===== config.mk =====
export PLATFORM = sky130hd
export DESIGN_NAME = tte_mac
export DESIGN_NICKNAME = d
export VERILOG_FILES = /design/src/sv/tte_pkg.sv /design/src/sv/tte_mac.sv
export SDC_FILE = /design/constraint.sdc
export NUM_CORES = 1
export LEC_CHECK = 0
export ABC_AREA = 0
export BUFFER_PORTS_ARGS = -buffer_cell sky130_fd_sc_hd__buf_2
export CAP_MARGIN = 20
export CELL_PAD_IN_SITES_DETAIL_PLACEMENT = 1
export CELL_PAD_IN_SITES_GLOBAL_PLACEMENT = 2
export CORE_MARGIN = 3
export CORE_UTILIZATION = 37
export DETAILED_ROUTE_END_ITERATION = 7
export PLACE_DENSITY = 0.87
export SYNTH_ARGS = -nofsm -noshare
export SYNTH_HDL_FRONTEND = slang
export SYNTH_SLANG_ARGS = --single-unit

===== constraint.sdc =====
create_clock -name clk -period 6.1 [get_ports clk]
set_input_delay 0.61 -clock clk [delete_from_list [all_inputs] [get_ports clk]]
set_output_delay 0.61 -clock clk [all_outputs]
set_load 0.05 [all_outputs]

===== src/sv/tte_pkg.sv =====
// shared constants, register codes and control types of the three tap echo delay
package tte_pkg;

	// defaults for the top level parameters
	localparam int MAX_DELAY_DEF   = 16384;
	localparam int SAMPLE_BITS_DEF = 16;

	// fixed field widths
	localparam int DELAY_BITS      = 15;
	localparam int GAIN_BITS       = 16;
	localparam int CFG_DATA_BITS   = 16;
	localparam int CFG_INDEX_BITS  = 2;

	// q2.14 gains: fraction bits and rounding bias (half up)
	localparam int FRAC_BITS       = 14;
	localparam int ROUND_BIAS      = 8192;

	// register reset values
	localparam logic [DELAY_BITS-1:0]       DELAY_RST = 15'd1000;
	localparam logic signed [GAIN_BITS-1:0] GAIN1_RST = 16'sd8192;
	localparam logic signed [GAIN_BITS-1:0] GAIN2_RST = 16'sd4096;
	localparam logic signed [GAIN_BITS-1:0] GAIN3_RST = 16'sd2048;

	// register indexes
	typedef enum logic [CFG_INDEX_BITS-1:0] {
		REG_DELAY_LENGTH = 2'd0,
		REG_FIRST_GAIN   = 2'd1,
		REG_SECOND_GAIN  = 2'd2,
		REG_THIRD_GAIN   = 2'd3
	} tte_reg_t;

	// per cycle controls for the multiply accumulate unit
	typedef struct packed {
		logic load;   // start a new sum from the input sample
		logic mul;    // register gain times tap
		logic add;    // fold the last product into the sum
	} tte_mac_ctl_t;

endpackage


===== src/sv/tte_mac.sv =====
// multiply accumulate, rounding and saturation of the echo sum
module tte_mac #(
	parameter int SAMPLE_BITS = tte_pkg::SAMPLE_BITS_DEF
) (
	input  logic                                 clk,
	input  tte_pkg::tte_mac_ctl_t                ctl,
	input  logic signed [SAMPLE_BITS-1:0]        sample,
	input  logic signed [tte_pkg::GAIN_BITS-1:0] gain,
	input  logic signed [SAMPLE_BITS-1:0]        tap,
	output logic signed [SAMPLE_BITS-1:0]        result
);

	localparam int FB  = tte_pkg::FRAC_BITS;
	localparam int PW  = SAMPLE_BITS + tte_pkg::GAIN_BITS;
	localparam int ACW = SAMPLE_BITS + 18;
	localparam int QW  = ACW - FB;
	localparam logic signed [QW-1:0] Q_MAX = {{(QW-SAMPLE_BITS+1){1'b0}}, {(SAMPLE_BITS-1){1'b1}}};
	localparam logic signed [QW-1:0] Q_MIN = {{(QW-SAMPLE_BITS+1){1'b1}}, {(SAMPLE_BITS-1){1'b0}}};

	logic signed [ACW-1:0] acc_q;
	logic signed [PW-1:0]  prod_q;
	logic signed [ACW-1:0] sum;
	logic signed [QW-1:0]  quo;

	always_ff @(posedge clk) begin
		if (ctl.load) begin
			acc_q <= $signed({{(ACW-SAMPLE_BITS-FB){sample[SAMPLE_BITS-1]}}, sample, {FB{1'b0}}})
				+ ACW'(tte_pkg::ROUND_BIAS);
		end else if (ctl.add) begin
			acc_q <= acc_q + ACW'(prod_q);
		end
		if (ctl.mul) begin
			prod_q <= PW'(gain) * PW'(tap);
		end
	end

	// floor by the fraction bits, then clamp to the sample range
	always_comb begin
		sum = acc_q + ACW'(prod_q);
		quo = $signed(sum[ACW-1:FB]);
		if (quo > Q_MAX) begin
			result = Q_MAX[SAMPLE_BITS-1:0];
		end else if (quo < Q_MIN) begin
			result = Q_MIN[SAMPLE_BITS-1:0];
		end else begin
			result = quo[SAMPLE_BITS-1:0];
		end
	end

endmodule


==> summary.txt, run 1 <==
Timing
  – Worst-margin pin slew: 0.926 ns
  – RSZ-0062 raised after global routing: yes
  – Fin. Hold Viols: 0
  – Slew Viols, Final: 0
  – Slew headroom: 0.383
  – Worst setup margin: 0.142 ns
  – Fmax: 168 MHz
  – Final setup viols: 0
  – Tmin final: 5.96 ns
  – Final setup skew: 0.0125 ns
  – Period utilization: 0.977

Setup path
  – Slowest cell on crit path: fa_1
  – Worst reg2reg path depth: 12
  – CP peak stage delay: 0.55 ns
  – Crit Path Class: primary input to register
  – CP Max Fanout: 10
  – CP arrival: 6.04 ns
  – Critical path endpoint category: register
  – R2R setup slack: 2.64 ns
  – WP data required: 6.19 ns
  – CP dominant cell by count: fa_1
  – Critical path cell sequence: buf_4, and2_4, fa_1, inv_1, fa_1, fa_1, inv_1, fa_1, fa_1, inv_1, fa_1, inv_1, ha_1, nand3_2, or3_1, o21ai_2, buf_4, o21a_1, o21a_1, o21ai_0, nor2b_2, xnor2_1
  – Startpoint Class: primary input

Global route
  – Vias in the first global route: 12700
  – Largest net degree at the start of global routing: 52
  – Initial antenna violation count: 0
  – First-pass GRT wire length: 64.6 mm
  – Gr usage total: 0.193
  – Grt ovf: 0

Yosys
  – Average cell area after synthesis: 9.16 um^2
  – EDFF count, synth: 66
  – Synth Area in XOR/XNOR: 0.0368
  – Synth area leader: fa_1
  – Post-Synth Simple-Gate Area: 0.148
  – Register bit total from synthesis: 66
  – Cell Area, Synth: 14300 um^2
  – Cells after Synth: 1558
  – Synth cell types: 58
  – Ranking of synthesized cells by area: fa_1, edfxtp_1, ha_1
  – Synth Area in Compound Gates: 0.102
  – Post-synthesis mux area share: 0.000701
  – Top_reg_cell synth: edfxtp_1
  – Synth Area in Adders: 0.470
  – Synth warn: 0
  – Share of the synthesized area in the top cell type: 0.369
  – Largest family of logic cells by synthesized area: adder cells
  – Synthesized Nets: 1988
  – Asr flop ratio synth: 0
  – Sequential share of the synthesized area: 0.139

Run status
  – Outcome: complete, no violations

Clocking
  – Num Clock Sinks: 66
  – CTS tree: built
  – Root Buffer: clkbuf_16
  – CTS Buf Count: 9
  – Cts-stage hold buffer count: 0
  – Clk pin slew, worst setup/hold paths: 0.06 ns
  – H-tree levels: 3
  – Clk_lat worst skew: 0.34 ns
  – Max Root-Sink Buffers: 2

Routing
  – DR DRC count: 0
  – Avg Vias per Cell: 4.99
  – Antenna-violating nets left: 0
  – WL/cell: 17.5 um
  – Iter 0 DRT Violations: 388
  – Wirelength, routed: 39.3 mm
  – Vias: 11200
  – DRT Pass-1 Iters: 5

Floorplanning
  – Starting Density: 0.377
  – Die width: 202 um
  – Die ar.: 41000 um^2
  – Die Ht: 202 um
  – CORE AREA: 37800 um^2
  – Row count: 71
  – Ports: 68

Min path
  – HP Class: primary input to register
  – Hold path depth: 3

Placed design
  – Post-DP HPWL: 34.3 mm
  – IO buf count: 67
  – Pre-CTS setup slack: -0.433 ns
  – GP Congestion: 0.896
  – DP Cell Count: 2222

Final layout
  – Share of cells above drive strength 1: 0.159
  – Ant diodes: 0
  – Area Growth Syn to Fin: 16.8%
  – Layout Cells excl Fill: 2242
  – Final net count: 2156

Job
  – Maxcap violations: 0
cells in the final DEF, fill, tap and decap left out, drive strengths merged, types with 6 or more instances in the layout:
cell type | netlist | layout
nor2 | 57 | 57
ha | 115 | 115
clkbuf | 46 | 19
o21a | 13 | 13
xor2 | 21 | 21
o211ai | 12 | 12
edfxtp | 66 | 66
o21bai | 6 | 6
nand2b | 10 | 10
nand4 | 6 | 6
buf | 7 | 201
nor3 | 14 | 14
a211oi | 8 | 8
a21o | 23 | 23
nand3 | 13 | 13
and2 | 121 | 121
o21ai | 70 | 70
a21oi | 63 | 63
xnor2 | 39 | 39
o31ai | 7 | 7
a31oi | 7 | 7
inv | 336 | 336
and3 | 9 | 9
fa | 263 | 263
nand2 | 175 | 175
nor2b | 6 | 6
cells in the mapped netlist, types with 7 or more instances:
master and count:
nor2_1 57, and2_1 121, a211oi_1 8, ha_1 115
xor2_1 21, a21o_1 23, o31ai_1 7, nand3_1 12
fa_1 263, o21a_1 13, o211ai_1 12, nand2b_1 10
nor3_1 14, a31oi_1 7, edfxtp_1 66, a21oi_1 63
inv_1 336, and3_1 9, o21ai_1 8, nand2_1 175
xnor2_1 39, o21ai_0 60, clkbuf_1 46
per-layer routing:
metal | routed length [um] | vias up | GRT usage
met1 | 17900 | 5738 | 0.253
met3 | 1070 | 46 | 0.0156
met5 | 0 | - | 0
met4 | 618 | 0 | 0.0418
met2 | 19700 | 190 | 0.350
li1 | - | 5208 | -
worst max-delay path, delay by kind of cell:
family / cells / cell delay, ns
buf+inv: 6 / 0.53
compound gates: 4 / 0.54
xor+xnor: 1 / 0.11
simple gates: 4 / 0.83
fa+ha+maj: 7 / 3.40
registers in the layout, indices dropped and copies added, names as in the netlist:
register	count
prod_q	32
acc_q	34
repair_timing:
action / in CTS / in global routing
pin swaps: 1 / 34
resized for setup: 8 / 64
buffers inserted: 0 / 4
setup endpoints to repair: 6 / 10
layout make-up:
class | count | area [um^2]
Tap cell | 511 | 639
Clock inverter | 6 | 67.6
Inverter | 336 | 1260
Timing Repair Buffer | 210 | 1480
Sequential cell | 66 | 1980
Fill cell | 4468 | 21200
Clock buffer | 10 | 229
Multi-Input combinational cell | 1103 | 11000
cell families (layout without fill, tap and decap cells):
kind of cell,after synthesis,count (layout)
adder cells (fa/ha/maj),378,378
AO/OA/AOI/OAI,233,233
flip-flops,66,66
XOR/XNOR,60,60
buffers and inverters,389,562
AND/OR/NAND/NOR,431,431
multiplexers,1,1
path summary, 6_finish.rpt:
path | startpoint | end
worst max-delay path | tap[4] | prod_q[23]
worst max register to register | acc_q[0] | acc_q[20]
worst min register to register | prod_q[0] | acc_q[0]
worst min-delay path | sample[10] | acc_q[24]
through the flow:
step / area [um^2] / util / hold WS [ns] / TNS, ns
floorplan: 14300 / - / 0.622 / 0
global placement: 16100 / 0.425 / 0.648 / -1.74
detailed placement: 16100 / 0.425 / 0.661 / -3.67
CTS: 16400 / 0.434 / 0.562 / -0.0191
global route: 16700 / 0.440 / 0.579 / -0.117
finish: 16700 / 0.440 / 0.562 / 0
Power of run 1 is left out: the tool's default activity adds up to more than one toggle a clock period on the data nets, which glitch-free logic cannot reach.
==> inputs of run 2 (changes only) <==
- ABC_AREA: 0 -> 1
- CORE_UTILIZATION: 37 -> 35
==> run 2 against run 1 <==
Effect of this change:
- hold slack got worse by 0.017 ns
- worst setup slack improved by 0.10 ns
- routed wire length increased by 8.8%
- first-iteration DRC count decreased by 5.2%
- sequential share of layout area decreased by 0.23 points
- die area increased by 12%
- critical endpoint is now prod_q[31]
- count of clock-buffer cells in the layout increased by 2
- area after synthesis increased by 6.1%
- design area increased by 2.0%
- global-route usage about the same
- non-clock buffer count decreased by 45
- fmax increased by 1.8%
==> summary.txt, run 2 <==
Timing
  – Worst hold slack: 0.545 ns (-0.0165 ns)
  – Final setup viols: 0 (unchanged)
  – Worst-margin pin slew: 0.914 ns (-0.0116 ns)
  – Fmax: 171 MHz (+1.8%)
  – Tmin final: 5.85 ns (-0.103 ns)
  – Worst setup margin: 0.246 ns (+0.103 ns)
  – Period utilization: 0.960 (-0.0170)
  – Fin. Hold Viols: 0 (unchanged)
  – Slew headroom: 0.390 (+0.00775)
  – RSZ-0062 raised after global routing: yes
  – Slew Viols, Final: 0 (unchanged)
  – Final setup skew: 0.00786 ns (-0.00463 ns)
  – Fin Setup TNS: 0 ns (unchanged)

Placed design
  – Placed Area: 16700 um^2 (+3.8%)
  – GP Congestion: 0.875 (-2.4%)
  – IO buf count: 67 (unchanged)
  – Pre-CTS setup slack: -0.149 ns (+0.284 ns)
  – Post-DP HPWL: 37.9 mm (+11%)

Floorplanning
  – Row count: 75 (+5.6%)
  – Starting Density: 0.358 (-0.0193)
  – Die ar.: 45800 um^2 (+12%)
  – Die width: 214 um (+5.7%)
  – Ports: 68 (unchanged)
  – CORE AREA: 42300 um^2 (+12%)
  – Die Ht: 214 um (+5.7%)

Setup path
  – R2R setup slack: 3.57 ns (+0.93 ns)
  – R2R Path End: acc_q[22]
  – Critical path endpoint category: register
  – WP data required: 6.18 ns (about the same)
  – Worst reg2reg path depth: 15 (+3)
  – Reg2reg start: acc_q[0]
  – Startpoint Class: primary input
  – CP Max Fanout: 11 (+1)
  – CP arrival: 5.93 ns (-0.11 ns)
  – Crit Path Class: primary input to register

Min path
  – HP Start: sample[1]
  – HP Class: primary input to register
  – Hold path depth: 3 (unchanged)
  – Hold EP: acc_q[15]

Clocking
  – H-tree levels: 3 (unchanged)
  – CTS Buf Count: 9 (unchanged)
  – Clk pin slew, worst setup/hold paths: 0.06 ns (about the same)
  – Clk_lat worst skew: 0.34 ns (about the same)
  – CTS tree: built
  – Root Buffer: clkbuf_16
  – Postcts setup bufs: 0 (unchanged)
  – Cts-stage hold buffer count: 0 (unchanged)
  – Num Clock Sinks: 66 (unchanged)
  – Max Root-Sink Buffers: 2 (unchanged)

Yosys
  – Synth Area in Adders: 0.443 (-0.0271)
  – Most frequent cell after synthesis: inv_1
  – Sequential share of the synthesized area: 0.131 (-0.00801)
  – Synth cell types: 38 (-34%)
  – Cell Area, Synth: 15100 um^2 (+6.1%)
  – Top_reg_cell synth: edfxtp_1
  – Ranking of synthesized cells by area: fa_1, inv_1, edfxtp_1
  – Largest family of logic cells by synthesized area: adder cells
  – Synth warn: 0 (unchanged)
  – EDFF count, synth: 66 (unchanged)
  – Cells after Synth: 1943 (+25%)
  – Asr flop ratio synth: 0 (unchanged)
  – Synth Area in Compound Gates: 0.0471 (-0.0551)
  – Synthesized Nets: 2373 (+19%)
  – Post-Synth Simple-Gate Area: 0.199 (+0.0510)
  – Synth Area in XOR/XNOR: 0.0278 (-0.00906)
  – Share of the synthesized area in the top cell type: 0.348 (-0.0213)
  – Post-synthesis mux area share: 0 (-0.000701)
  – Synth area leader: fa_1
  – Average cell area after synthesis: 7.80 um^2 (-15%)
  – Register bit total from synthesis: 66 (unchanged)
  – Top cells by count, synth: inv_1, nand2_1, fa_1

Final layout
  – Fin area: 17000 um^2 (+2.0%)
  – # fillers: 5247 (+17%)
  – Commonest non-fill, non-tap cell in the layout: inv_1
  – Share of cells above drive strength 1: 0.132 (-0.0268)
  – Area Growth Syn to Fin: 12.2%
  – Top Registers: acc_q: 34 flops, prod_q: 32 flops
  – Most frequent cells in the layout: inv_1, nand2_1, fa_1, ha_1, buf_4
  – Max reg flops: 34 (unchanged)
  – Ant diodes: 0 (unchanged)
  – Biggest register: acc_q
  – Final net count: 2485 (+15%)

Global route
  – First-pass GRT wire length: 71.7 mm (+11%)
  – Vias in the first global route: 13900 (+10%)
  – Initial antenna violation count: 0 (unchanged)
  – Grt ovf: 0 (unchanged)
  – Largest net degree at the start of global routing: 35 (-33%)
  – Gr usage total: 0.193 (-0.000277)

Routing
  – Avg Vias per Cell: 4.60 (-7.9%)
  – Antenna-violating nets left: 0 (unchanged)
  – Vias: 12100 (+8.3%)
  – DRT Pass-1 Iters: 4 (-1)
  – DR DRC count: 0 (unchanged)
  – Wirelength, routed: 42.8 mm (+8.8%)
  – Iter 0 DRT Violations: 368 (-5.2%)
  – WL/cell: 16.2 um (-7.5%)

Job
  – Maxcap violations: 0 (unchanged)

Run status
  – Outcome: complete, no violations
## run 2: cell count changes after synthesis, sizes merged, moves of 23 or more
cell | previous run | this run
and2 | 121 | 1
inv | 336 | 543
nand2 | 175 | 570
nand3 | 13 | 37
nor2 | 57 | 82
o21ai | 70 | 35
xnor2 | 39 | 16
## run 2: worst max-delay path, cell delays in order
cell	delay (ns)
buf_2	0.20
nand2_1	0.14
inv_1	0.08
fa_1	0.54
inv_1	0.08
fa_1	0.52
inv_1	0.10
fa_1	0.54
inv_1	0.06
fa_1	0.55
inv_1	0.07
fa_1	0.53
inv_1	0.05
fa_1	0.53
inv_1	0.04
ha_1	0.32
a21o_1	0.21
a21o_1	0.16
a221oi_1	0.26
nand3_1	0.14
xor2_1	0.18
## run 2: repair_timing
item / in CTS / in global routing
endpoints found under the setup margin: 0 / 8
resized for setup: 0 / 11
hold endpoints to repair: 0 / 0
## run 2: worst max path at each step
stage / start / to / cells after the start
after floorplan: tap[3] / prod_q[31] / 20
after CTS: gain[15] / prod_q[31] / 21
after global placement: gain[15] / prod_q[30] / 25
after global routing: gain[11] / prod_q[30] / 26
final: tap[8] / prod_q[31] / 21
after detailed placement: gain[15] / prod_q[31] / 21
## run 2: logic make-up (layout without fill, tap and decap cells)
| logic type | count (synthesis) | in the layout |
|---|---|---|
| flops | 66 | 66 |
| buf+inv | 608 | 724 |
| compound gates | 124 | 124 |
| xor+xnor | 48 | 48 |
| simple gates | 719 | 719 |
| fa+ha+maj | 378 | 378 |
## run 2: layer usage
layer	vias up	track usage	routed length (um)
met2	155	0.361	22200
met1	6064	0.243	19000
met3	40	0.0167	1030
met5	-	0	0
met4	0	0.0393	574
li1	5854	-	-
## run 2: final cells by class
class                           instances  area [um^2]  share of cell area
Multi-Input combinational cell       1269        10900               0.640
Inverter                              544         2040               0.120
Sequential cell                        66         1980               0.117
Timing Repair Buffer                  165         1120              0.0657
Tap cell                              577          722              0.0425
Clock buffer                           12          236              0.0139
Clock inverter                          3         17.5             0.00103
## run 2: metrics by stage
| step | util | instances |
|---|---|---|
| floorplan | - | 1943 |
| global placement | 0.395 | 2621 |
| detailed placement | 0.395 | 2621 |
| CTS | 0.401 | 2636 |
| global route | 0.402 | 2636 |
| finish | 0.402 | 2636 |
Power of run 2 is left out for the same reason.
